--- src/rtl/lct_pkg.sv ---
// Shared types and constants for the line centroid tracker.
// Holds the register map, the configuration bundle and the queue entry format.
// No dependencies.
package lct_pkg;

    // Field widths.
    localparam int READING_W = 12;
    localparam int TS_W      = 48;
    localparam int POS_W     = 16;
    localparam int OFF_W     = 21;
    localparam int PROD_W    = 34;
    localparam int ACC_W     = 32;
    localparam int SUM_W     = 16;

    // Configuration port geometry.
    localparam int ADDR_W = 5;
    localparam int DATA_W = 32;

    // Queue between the front and back ends.
    localparam int QUEUE_DEPTH = 4;
    localparam int QPTR_W      = $clog2(QUEUE_DEPTH);

    // Divider retires two quotient bits per cycle.
    localparam int DIV_CYCLES = ACC_W / 2;
    localparam int DIVC_W     = $clog2(DIV_CYCLES);

    // Register indexes (byte address divided by four).
    localparam logic [2:0] REG_ON_TH    = 3'd0;
    localparam logic [2:0] REG_NOISE_TH = 3'd1;
    localparam logic [2:0] REG_ALPHA    = 3'd2;
    localparam logic [2:0] REG_SPACING  = 3'd3;
    localparam logic [2:0] REG_TIMEOUT  = 3'd4;

    // Register reset values.
    localparam logic [11:0] ON_TH_RST    = 12'd1229;
    localparam logic [11:0] NOISE_TH_RST = 12'd266;
    localparam logic [8:0]  ALPHA_RST    = 9'd205;
    localparam logic [15:0] SPACING_RST  = 16'd1638;
    localparam logic [23:0] TIMEOUT_RST  = 24'd1500000;

    // Q8 unity for the smoothing weight.
    localparam logic [8:0] ALPHA_ONE = 9'd256;

    typedef struct packed {
        logic [11:0] on_th;
        logic [11:0] noise_th;
        logic [8:0]  alpha;
        logic [15:0] spacing;
        logic [23:0] timeout;
    } cfg_t;

    // One classified reading as handed from the front end to the back end.
    typedef struct packed {
        logic [READING_W-1:0]    reading;
        logic                    use_w;
        logic                    on_hit;
        logic                    last;
        logic signed [OFF_W-1:0] offset;
        logic [TS_W-1:0]         ts;
    } item_t;

endpackage

--- src/rtl/lct_cfg.sv ---
// Configuration register file of the line centroid tracker.
// APB-style write and read port; depends on lct_pkg.
module lct_cfg (
    input  logic                       aclk,
    input  logic                       aresetn,
    input  logic                       psel,
    input  logic                       penable,
    input  logic                       pwrite,
    input  logic [lct_pkg::ADDR_W-1:0] paddr,
    input  logic [lct_pkg::DATA_W-1:0] pwdata,
    output logic [lct_pkg::DATA_W-1:0] prdata,
    output logic                       pready,
    output lct_pkg::cfg_t              cfg
);
    import lct_pkg::*;

    cfg_t        cfg_reg;
    logic        wr_en;
    logic [2:0]  reg_idx;

    assign pready  = 1'b1;
    assign wr_en   = psel && penable && pwrite && pready;
    assign reg_idx = paddr[ADDR_W-1:2];
    assign cfg     = cfg_reg;

    // Register writes; unused addresses are ignored.
    always_ff @(posedge aclk) begin
        if (!aresetn) begin
            cfg_reg.on_th    <= ON_TH_RST;
            cfg_reg.noise_th <= NOISE_TH_RST;
            cfg_reg.alpha    <= ALPHA_RST;
            cfg_reg.spacing  <= SPACING_RST;
            cfg_reg.timeout  <= TIMEOUT_RST;
        end else if (wr_en) begin
            case (reg_idx)
                REG_ON_TH:    cfg_reg.on_th    <= pwdata[11:0];
                REG_NOISE_TH: cfg_reg.noise_th <= pwdata[11:0];
                REG_ALPHA:    cfg_reg.alpha    <= pwdata[8:0];
                REG_SPACING:  cfg_reg.spacing  <= pwdata[15:0];
                REG_TIMEOUT:  cfg_reg.timeout  <= pwdata[23:0];
                default: ;
            endcase
        end
    end

    // Read-back multiplexer.
    always_comb begin
        case (reg_idx)
            REG_ON_TH:    prdata = {20'd0, cfg_reg.on_th};
            REG_NOISE_TH: prdata = {20'd0, cfg_reg.noise_th};
            REG_ALPHA:    prdata = {23'd0, cfg_reg.alpha};
            REG_SPACING:  prdata = {16'd0, cfg_reg.spacing};
            REG_TIMEOUT:  prdata = {8'd0, cfg_reg.timeout};
            default:      prdata = '0;
        endcase
    end

endmodule

--- src/rtl/lct_front.sv ---
// Front end of the line centroid tracker: accepts readings, tracks the sensor
// index, classifies each reading against the thresholds and computes its offset.
// Depends on lct_pkg.
module lct_front #(
    parameter int NUM_SENSORS  = 11,
    parameter int CENTER_INDEX = 5
) (
    input  logic          aclk,
    input  logic          aresetn,
    input  logic          s_tvalid,
    output logic          s_tready,
    input  logic [63:0]   s_tdata,
    input  logic          s_tlast,
    input  lct_pkg::cfg_t cfg,
    input  logic          q_full,
    output logic          push,
    output lct_pkg::item_t push_item
);
    import lct_pkg::*;

    localparam logic [4:0] NUM_LIMIT  = 5'(NUM_SENSORS);
    localparam logic [3:0] CNT_MAX    = 4'hF;

    logic [3:0]            cnt_reg;
    logic [3:0]            cnt_next;
    logic [READING_W-1:0]  rd;
    logic                  in_range;
    logic signed [5:0]     diff;
    logic signed [22:0]    off_full;

    assign s_tready = !q_full;
    assign push     = s_tvalid && s_tready;
    assign rd       = s_tdata[READING_W-1:0];
    assign in_range = {1'b0, cnt_reg} < NUM_LIMIT;

    // Signed distance of this sensor from the center, in spacing units.
    assign diff     = $signed({2'b00, cnt_reg}) - $signed(6'(CENTER_INDEX));
    assign off_full = diff * $signed({1'b0, cfg.spacing});

    // Classification of the reading; readings past the last sensor are never
    // weighted or counted as on the line.
    always_comb begin
        push_item.reading = rd;
        push_item.use_w   = in_range && (rd > cfg.noise_th);
        push_item.on_hit  = in_range && (rd > cfg.on_th);
        push_item.last    = s_tlast;
        push_item.offset  = off_full[OFF_W-1:0];
        push_item.ts      = s_tdata[READING_W +: TS_W];
    end

    // Sensor index within the frame; it holds at its top value.
    always_comb begin
        cnt_next = cnt_reg;
        if (s_tlast) begin
            cnt_next = '0;
        end else if (in_range && cnt_reg < CNT_MAX) begin
            cnt_next = cnt_reg + 4'd1;
        end
    end

    always_ff @(posedge aclk) begin
        if (!aresetn) begin
            cnt_reg <= '0;
        end else if (push) begin
            cnt_reg <= cnt_next;
        end
    end

endmodule

--- src/rtl/lct_queue.sv ---
// Short queue of classified readings between the front and back ends.
// Depends on lct_pkg.
module lct_queue (
    input  logic           aclk,
    input  logic           aresetn,
    input  logic           push,
    input  lct_pkg::item_t push_item,
    input  logic           pop,
    output lct_pkg::item_t pop_item,
    output logic           full,
    output logic           empty
);
    import lct_pkg::*;

    item_t              entry_reg [QUEUE_DEPTH];
    logic [QPTR_W-1:0]  wr_ptr_reg;
    logic [QPTR_W-1:0]  rd_ptr_reg;
    logic [QPTR_W:0]    count_reg;

    assign full     = count_reg == (QPTR_W + 1)'(QUEUE_DEPTH);
    assign empty    = count_reg == '0;
    assign pop_item = entry_reg[rd_ptr_reg];

    // Entry storage.
    always_ff @(posedge aclk) begin
        if (push) begin
            entry_reg[wr_ptr_reg] <= push_item;
        end
    end

    // Pointers and fill count.
    always_ff @(posedge aclk) begin
        if (!aresetn) begin
            wr_ptr_reg <= '0;
            rd_ptr_reg <= '0;
            count_reg  <= '0;
        end else begin
            if (push) begin
                wr_ptr_reg <= wr_ptr_reg + 1'b1;
            end
            if (pop) begin
                rd_ptr_reg <= rd_ptr_reg + 1'b1;
            end
            if (push && !pop) begin
                count_reg <= count_reg + 1'b1;
            end else if (pop && !push) begin
                count_reg <= count_reg - 1'b1;
            end
        end
    end

endmodule

--- src/rtl/lct_back.sv ---
// Back end of the line centroid tracker: multiply-accumulate of the readings,
// frame-end division, EMA smoothing, lost detection and the result register.
// Depends on lct_pkg.
module lct_back #(
    parameter int CENTER_INDEX = 5
) (
    input  logic           aclk,
    input  logic           aresetn,
    input  lct_pkg::cfg_t  cfg,
    input  logic           q_empty,
    input  lct_pkg::item_t q_item,
    output logic           pop,
    output logic           m_tvalid,
    input  logic           m_tready,
    output logic [15:0]    m_tdata,
    output logic [1:0]     m_tuser
);
    import lct_pkg::*;

    typedef enum logic [3:0] {
        ST_IDLE,
        ST_MUL,
        ST_ACC,
        ST_PREP,
        ST_DIV,
        ST_RAW,
        ST_EMA_MUL,
        ST_EMA_ADD,
        ST_FIN
    } state_t;

    localparam logic [3:0] CENTER_U = 4'(CENTER_INDEX);

    state_t                    state_reg;
    item_t                     ent_reg;
    logic signed [PROD_W-1:0]  prod_reg;
    logic signed [ACC_W-1:0]   acc_reg;
    logic [SUM_W-1:0]          sum_reg;
    logic                      frame_on_reg;
    logic signed [POS_W-1:0]   filt_reg;
    logic                      was_on_reg;
    logic [TS_W-1:0]           last_time_reg;
    logic [ACC_W-1:0]          dvd_reg;
    logic [SUM_W-1:0]          rem_reg;
    logic                      neg_reg;
    logic [DIVC_W-1:0]         div_cnt_reg;
    logic signed [POS_W-1:0]   raw_reg;
    logic signed [25:0]        p1_reg;
    logic signed [25:0]        p2_reg;
    logic signed [POS_W-1:0]   pos_reg;
    logic                      m_tvalid_reg;
    logic [15:0]               m_tdata_reg;
    logic [1:0]                m_tuser_reg;

    logic signed [PROD_W-1:0]  prod_next;
    logic signed [34:0]        wsum;
    logic signed [ACC_W-1:0]   acc_next;
    logic [SUM_W:0]            ssum;
    logic [SUM_W-1:0]          sum_next;
    logic [SUM_W:0]            r1;
    logic [SUM_W:0]            r1m;
    logic [SUM_W:0]            r2;
    logic [SUM_W:0]            r2m;
    logic                      q1;
    logic                      q2;
    logic [SUM_W-1:0]          rem_next;
    logic [ACC_W-1:0]          dvd_next;
    logic [ACC_W-1:0]          w_abs;
    logic signed [POS_W-1:0]   raw_next;
    logic [8:0]                alpha_eff;
    logic [8:0]                alpha_inv;
    logic signed [25:0]        p1_next;
    logic signed [25:0]        p2_next;
    logic signed [26:0]        ema_sum;
    logic signed [18:0]        ema_shr;
    logic signed [POS_W-1:0]   ema_next;
    logic [19:0]               mx_full;
    logic [POS_W-1:0]          mx;
    logic signed [POS_W-1:0]   off_pos;
    logic [TS_W-1:0]           dt;
    logic                      lost_next;
    logic                      out_free;

    assign pop      = (state_reg == ST_IDLE) && !q_empty;
    assign m_tvalid = m_tvalid_reg;
    assign m_tdata  = m_tdata_reg;
    assign m_tuser  = m_tuser_reg;
    assign out_free = !m_tvalid_reg || m_tready;

    // Weighted term of one reading.
    assign prod_next = ent_reg.offset * $signed({1'b0, ent_reg.reading});

    // Saturating accumulation of both sums.
    always_comb begin
        wsum = $signed({{3{acc_reg[ACC_W-1]}}, acc_reg}) + $signed({prod_reg[PROD_W-1], prod_reg});
        if (wsum[34:31] == 4'b0000 || wsum[34:31] == 4'b1111) begin
            acc_next = wsum[ACC_W-1:0];
        end else if (!wsum[34]) begin
            acc_next = 32'sh7FFF_FFFF;
        end else begin
            acc_next = 32'sh8000_0000;
        end
        ssum     = {1'b0, sum_reg} + {5'd0, ent_reg.reading};
        sum_next = ssum[SUM_W] ? 16'hFFFF : ssum[SUM_W-1:0];
    end

    // Two restoring division steps per cycle on the magnitude of the sum.
    always_comb begin
        r1       = {rem_reg, dvd_reg[ACC_W-1]};
        q1       = r1 >= {1'b0, sum_reg};
        r1m      = q1 ? r1 - {1'b0, sum_reg} : r1;
        r2       = {r1m[SUM_W-1:0], dvd_reg[ACC_W-2]};
        q2       = r2 >= {1'b0, sum_reg};
        r2m      = q2 ? r2 - {1'b0, sum_reg} : r2;
        rem_next = r2m[SUM_W-1:0];
        dvd_next = {dvd_reg[ACC_W-3:0], q1, q2};
    end

    assign w_abs = acc_reg[ACC_W-1] ? (~acc_reg + 32'd1) : acc_reg;

    // Quotient with its sign restored, saturated to the position width.
    always_comb begin
        if (neg_reg) begin
            raw_next = (dvd_reg > 32'd32768) ? 16'sh8000 : $signed(~dvd_reg[15:0] + 16'd1);
        end else begin
            raw_next = (dvd_reg > 32'd32767) ? 16'sh7FFF : $signed(dvd_reg[15:0]);
        end
    end

    // EMA weights and products; the shift of the sum rounds toward minus infinity.
    always_comb begin
        alpha_eff = (cfg.alpha > ALPHA_ONE) ? ALPHA_ONE : cfg.alpha;
        alpha_inv = ALPHA_ONE - alpha_eff;
        p1_next   = $signed({1'b0, alpha_eff}) * raw_reg;
        p2_next   = $signed({1'b0, alpha_inv}) * filt_reg;
        ema_sum   = $signed({p1_reg[25], p1_reg}) + $signed({p2_reg[25], p2_reg});
        ema_shr   = ema_sum[26:8];
        if (ema_shr[18:15] == 4'b0000 || ema_shr[18:15] == 4'b1111) begin
            ema_next = ema_shr[POS_W-1:0];
        end else if (!ema_shr[18]) begin
            ema_next = 16'sh7FFF;
        end else begin
            ema_next = 16'sh8000;
        end
    end

    // Full-scale position used when the frame gives no centroid.
    always_comb begin
        mx_full = {4'd0, cfg.spacing} * {16'd0, CENTER_U};
        mx      = (mx_full > 20'd32767) ? 16'h7FFF : mx_full[POS_W-1:0];
        off_pos = filt_reg[POS_W-1] ? $signed(~mx + 16'd1) : $signed(mx);
    end

    // Time off the line, modulo the timestamp range.
    assign dt        = ent_reg.ts - last_time_reg;
    assign lost_next = !frame_on_reg && (dt > {24'd0, cfg.timeout});

    // Sequencer, frame state and result register.
    always_ff @(posedge aclk) begin
        if (!aresetn) begin
            state_reg     <= ST_IDLE;
            acc_reg       <= '0;
            sum_reg       <= '0;
            frame_on_reg  <= 1'b0;
            filt_reg      <= '0;
            was_on_reg    <= 1'b0;
            last_time_reg <= '0;
            div_cnt_reg   <= '0;
            m_tvalid_reg  <= 1'b0;
        end else begin
            // The result state loads a new result itself in the cycle the old one leaves.
            if (m_tvalid_reg && m_tready && (state_reg != ST_FIN)) begin
                m_tvalid_reg <= 1'b0;
            end
            case (state_reg)
                ST_IDLE: begin
                    if (!q_empty) begin
                        ent_reg   <= q_item;
                        state_reg <= ST_MUL;
                    end
                end
                ST_MUL: begin
                    prod_reg  <= prod_next;
                    state_reg <= ST_ACC;
                end
                ST_ACC: begin
                    if (ent_reg.use_w) begin
                        acc_reg <= acc_next;
                        sum_reg <= sum_next;
                    end
                    if (ent_reg.on_hit) begin
                        frame_on_reg <= 1'b1;
                    end
                    state_reg <= ent_reg.last ? ST_PREP : ST_IDLE;
                end
                ST_PREP: begin
                    if (frame_on_reg && sum_reg != '0) begin
                        dvd_reg     <= w_abs;
                        rem_reg     <= '0;
                        neg_reg     <= acc_reg[ACC_W-1];
                        div_cnt_reg <= '0;
                        state_reg   <= ST_DIV;
                    end else begin
                        pos_reg   <= off_pos;
                        state_reg <= ST_FIN;
                    end
                end
                ST_DIV: begin
                    dvd_reg     <= dvd_next;
                    rem_reg     <= rem_next;
                    div_cnt_reg <= div_cnt_reg + 1'b1;
                    if (div_cnt_reg == DIVC_W'(DIV_CYCLES - 1)) begin
                        state_reg <= ST_RAW;
                    end
                end
                ST_RAW: begin
                    if (was_on_reg) begin
                        raw_reg   <= raw_next;
                        state_reg <= ST_EMA_MUL;
                    end else begin
                        pos_reg   <= raw_next;
                        state_reg <= ST_FIN;
                    end
                end
                ST_EMA_MUL: begin
                    p1_reg    <= p1_next;
                    p2_reg    <= p2_next;
                    state_reg <= ST_EMA_ADD;
                end
                ST_EMA_ADD: begin
                    pos_reg   <= ema_next;
                    state_reg <= ST_FIN;
                end
                ST_FIN: begin
                    if (out_free) begin
                        m_tvalid_reg <= 1'b1;
                        m_tdata_reg  <= pos_reg;
                        m_tuser_reg  <= {lost_next, frame_on_reg};
                        if (frame_on_reg) begin
                            last_time_reg <= ent_reg.ts;
                        end
                        was_on_reg   <= frame_on_reg;
                        filt_reg     <= pos_reg;
                        acc_reg      <= '0;
                        sum_reg      <= '0;
                        frame_on_reg <= 1'b0;
                        state_reg    <= ST_IDLE;
                    end
                end
                default: begin
                    state_reg <= ST_IDLE;
                end
            endcase
        end
    end

endmodule

--- src/rtl/line_centroid_ema_tracker_core.sv ---
// Top level of the line centroid tracker with EMA smoothing.
// Instantiates lct_cfg, lct_front, lct_queue and lct_back; depends on lct_pkg.
//
// Readings of one line-sensor frame enter on the s_ channel, one per request,
// with tlast on the last reading of the frame and the microsecond timestamp
// in tdata. The front end accepts a reading in any cycle in which its
// four-entry queue has room. The back end takes each reading through a queue
// read, an offset-times-reading multiply and a saturating accumulate, and
// reads no new one before the last is done. On the last reading of a
// frame it goes on through a setup step, the two-bit-per-cycle divider that
// forms the centroid and the steps for the EMA products, sum and result
// write. One result per frame leaves on the m_ channel through an output
// register; a waiting result stalls only the back end while the front end
// keeps filling the queue. No clearing pass follows reset. Positions are
// signed, in 1/256 mm.
module line_centroid_ema_tracker_core #(
    parameter int NUM_SENSORS  = 11,
    parameter int CENTER_INDEX = 5
) (
    input  logic                       aclk,
    input  logic                       aresetn,
    // Input readings: tdata = reading[11:0], timestamp_us[59:12], zero pad;
    // tlast = frame_end.
    input  logic                       s_tvalid,
    output logic                       s_tready,
    input  logic [63:0]                s_tdata,
    input  logic                       s_tlast,
    // Results: tdata = position[15:0]; tuser = on_line[0], lost[1].
    output logic                       m_tvalid,
    input  logic                       m_tready,
    output logic [15:0]                m_tdata,
    output logic [1:0]                 m_tuser,
    // Configuration port.
    input  logic                       psel,
    input  logic                       penable,
    input  logic                       pwrite,
    input  logic [lct_pkg::ADDR_W-1:0] paddr,
    input  logic [lct_pkg::DATA_W-1:0] pwdata,
    output logic [lct_pkg::DATA_W-1:0] prdata,
    output logic                       pready
);
    import lct_pkg::*;

    cfg_t  cfg;
    item_t push_item;
    item_t pop_item;
    logic  push;
    logic  pop;
    logic  q_full;
    logic  q_empty;

    // Register file.
    lct_cfg u_cfg (
        .aclk    (aclk),
        .aresetn (aresetn),
        .psel    (psel),
        .penable (penable),
        .pwrite  (pwrite),
        .paddr   (paddr),
        .pwdata  (pwdata),
        .prdata  (prdata),
        .pready  (pready),
        .cfg     (cfg)
    );

    // Intake and classification.
    lct_front #(
        .NUM_SENSORS  (NUM_SENSORS),
        .CENTER_INDEX (CENTER_INDEX)
    ) u_front (
        .aclk      (aclk),
        .aresetn   (aresetn),
        .s_tvalid  (s_tvalid),
        .s_tready  (s_tready),
        .s_tdata   (s_tdata),
        .s_tlast   (s_tlast),
        .cfg       (cfg),
        .q_full    (q_full),
        .push      (push),
        .push_item (push_item)
    );

    // Decoupling queue.
    lct_queue u_queue (
        .aclk      (aclk),
        .aresetn   (aresetn),
        .push      (push),
        .push_item (push_item),
        .pop       (pop),
        .pop_item  (pop_item),
        .full      (q_full),
        .empty     (q_empty)
    );

    // Accumulation, division, smoothing and result.
    lct_back #(
        .CENTER_INDEX (CENTER_INDEX)
    ) u_back (
        .aclk     (aclk),
        .aresetn  (aresetn),
        .cfg      (cfg),
        .q_empty  (q_empty),
        .q_item   (pop_item),
        .pop      (pop),
        .m_tvalid (m_tvalid),
        .m_tready (m_tready),
        .m_tdata  (m_tdata),
        .m_tuser  (m_tuser)
    );

endmodule
--- config.mk ---
export PLATFORM = sky130hd
export DESIGN_NAME = line_centroid_ema_tracker_core
export DESIGN_NICKNAME = d
export VERILOG_FILES = /design/src/rtl/lct_pkg.sv /design/src/rtl/lct_cfg.sv /design/src/rtl/lct_front.sv /design/src/rtl/lct_queue.sv /design/src/rtl/lct_back.sv /design/src/rtl/line_centroid_ema_tracker_core.sv
export SDC_FILE = /design/constraint.sdc
export NUM_CORES = 2
export LEC_CHECK = 0
export BUFFER_PORTS_ARGS = -buffer_cell sky130_fd_sc_hd__buf_2
export CAP_MARGIN = 20
export CORE_MARGIN = 5
export CORE_UTILIZATION = 70
export CTS_CLUSTER_SIZE = 20
export DETAILED_ROUTE_END_ITERATION = 10
export PLACE_DENSITY = 0.88
export REMOVE_ABC_BUFFERS = 1
export SETUP_SLACK_MARGIN = 0.1
export SYNTH_ARGS = -nofsm -noshare
export SYNTH_HDL_FRONTEND = slang
export SYNTH_SLANG_ARGS = --single-unit
--- constraint.sdc ---
create_clock -name aclk -period 20.8 [get_ports aclk]
set_input_delay 1.04 -clock aclk [delete_from_list [all_inputs] [get_ports aclk]]
set_output_delay 1.04 -clock aclk [all_outputs]
set_load 0.02 [all_outputs]
==> results.ini <==
[sta]
fin_crit_sh=0.3675
post-route-min-period_ns=7.645
skew_ns=0.05132
max_freq_ghz=0.1308
finalHoldViolations=0
worst_pin_slew_ns=1.107
rsz0062_at_grt=no
finalMaxSlewViolations=0
finalSetupViolations=0
setup_tns_ns=0
hold_slack_ns=0.4498
max_slew_margin=0.2621

[final_layout]
final_cell_mix=790 x inv_1, 714 x nand2_1, 605 x edfxtp_1
finalNetCount=7270
post-route-util=0.7555
design_area_sq_um=67800
drive_gt1_frac=0.07945
area_delta_synth_final_pct=7.555
final_common_cell=inv_1
largest_reg_flops=336

[flow_run]
drv_cap=0

[critical_path]
worstPathMaxFanout=22
start_kind=flip-flop
timing.rr.start=u_back.ent_reg[78]
crit_required_ns=21.22
r2r_setup_slack_ns=13.16
endpoint_kind=flip-flop
arrival_ns=8.06
critical-path-max-stage-delay_ns=1.08
reg2reg_depth=20
crit_family=adder cells
cp.depth=20
worstPathCellList=nand2_1, fa_1, fa_1, fa_1, fa_1, inv_1, fa_1, ha_1, o21a_1, o21ai_0, nand2b_1, nand2_1, nor4_1, nor3_1, o41ai_1, clkbuf_2, a311oi_1, o21ai_0, a21oi_1, xnor2_1
cp_common_cell=fa_1
criticalPathCategory=reg -> reg
timing.rr.end=u_back.prod_reg[33]
worst_path_max_delay_cell=edfxtp_1
worstPathBufferInverterCount=2

[floorplan]
die_area_sq_um=96150
start_util=0.7024
die_height_microns=310.1
pin_count=162
die_w_microns=310.1
rows=110
core-area_sq_um=89740

[synthesis]
syn_avg_cell_area_sq_um=10.28
ys_seq_area_frac=0.3540
synth_top_area_share=0.2882
synthTopCellsByArea=edfxtp_1 29%, fa_1 17%, ha_1 9.3%
yosysTopAreaCell=edfxtp_1
yosysWarnings=0
synthCells=6133
synth-edff-count=605
synth_area_sq_um=63030
synthArstFlopShare=0
synth_seq_cells=812
ys.flop_type=edfxtp_1
synth_cell_type_count=89

[global_route]
grt_pass1_wl_microns=255100
grt_pass1_vias=48780
antenna_found_initial=7
grt-ovfl-total=0
grt_max_degree=78
grt.total_usage=0.3333

[detailed_routing]
antenna_left=0
wl_microns=160200
drt_iter0_markers=4923
dr_total_vias=47170
viasPerCell=6.354
wl_per_cell_microns=21.57
dr.pass1.iters=7
drc=0

[clocking]
numClockSinks=812
clkLatencyLatePin_ns=0.71
post-cts-setup-buffers=0
cts_buffers=87
clk_path_buf_depth=3
cts_hold_buffers=0
cts_tree=done
htree_levels=3
post_cts_resized=0
clkTransAtPathRegs_ns=0.07
cts-root-buf=clkbuf_16

[hold_path]
whs_endpoint=u_back.m_tdata[15]
hold_depth=0
worstHoldStart=u_back.pos_reg[15]
hold_class=reg -> reg

[placed_design]
dp_hpwl_microns=114700
place_area_sq_um=64700
place.gp.congestion=0.9478
port-buffer-count=138

[run_status]
status=finished, final reports clean

-- area by class of cell --
type / count / area, sq um
Multi-Input combinational cell: 4278 / 36840
Sequential cell: 812 / 22320
Fill cell: 5622 / 21940
Inverter: 793 / 2982
Clock buffer: 109 / 2321
Tap cell: 1176 / 1471
Timing Repair Buffer: 196 / 1151
Clock inverter: 55 / 703.2
Antenna cell: 5 / 12.51
-- worst max path at each step --
stage,startpoint,end,slack [ns]
after floorplan,u_cfg.cfg[48],u_back.p2_reg[21],13.44
after global placement,u_cfg.cfg[48],u_back.p2_reg[21],13.08
after detailed placement,u_cfg.cfg[48],u_back.p2_reg[21],12.90
after CTS,u_cfg.cfg[48],u_back.p2_reg[23],12.87
after global routing,u_back.sum_reg[1],u_back.rem_reg[9],12.66
final,u_back.ent_reg[78],u_back.prod_reg[33],13.16
-- cells by family (layout without fill, tap and decap cells) --
logic type                 after synthesis  in the layout  share of synthesized area
and+or+nand+nor                       1799           1799                     0.1394
AOI/OAI and AO/OA                     1090           1090                     0.1098
buffers and inverters                 1050           1153                    0.06380
adders and majority gates              993            993                     0.2593
DFF                                    812            812                     0.3540
xor gates and xnor gates               244            244                    0.03390
muxes                                  143            143                    0.03972
other                                    2             14                  0.0001191
-- Yosys cell counts, types with 17 or more instances --
library cell	instances
and2_1	311
a21oi_1	363
or3_1	31
o211ai_1	73
nand2b_1	57
mux2_2	17
inv_1	790
a21o_1	92
and3_1	39
dfxtp_1	207
buf_1	38
nor2_1	259
nor4_1	25
o21a_1	28
o22ai_1	30
a31oi_1	64
o31ai_1	21
mux2i_1	42
xor2_1	88
xnor2_1	156
fa_1	522
ha_1	471
nand3_1	65
edfxtp_1	605
o21bai_1	38
nor2b_1	114
clkbuf_1	204
nand4_1	29
a211oi_1	37
o21ai_0	181
nand2_1	714
mux4_2	84
nor3_1	73
-- stage by stage --
stage               setup WS (ns)  std cells
CTS                         12.87       7415
detailed placement          12.90       7251
floorplan                   13.44       5883
global placement            13.08       7250
global route                12.66       7422
finish                      13.16       7424
-- routing by layer --
| metal | track usage | vias to the layer above | share of wire |
|---|---|---|---|
| li1 | - | 21000 | - |
| met1 | 0.4352 | 23080 | 0.38 |
| met2 | 0.5428 | 2538 | 0.47 |
| met3 | 0.07188 | 559 | 0.10 |
| met4 | 0.1523 | 2 | 0.049 |
| met5 | 0 | - | 0.000075 |
Power is left out: the tool's default activity adds up to more than one toggle a clock period on the data nets, which glitch-free logic cannot reach.
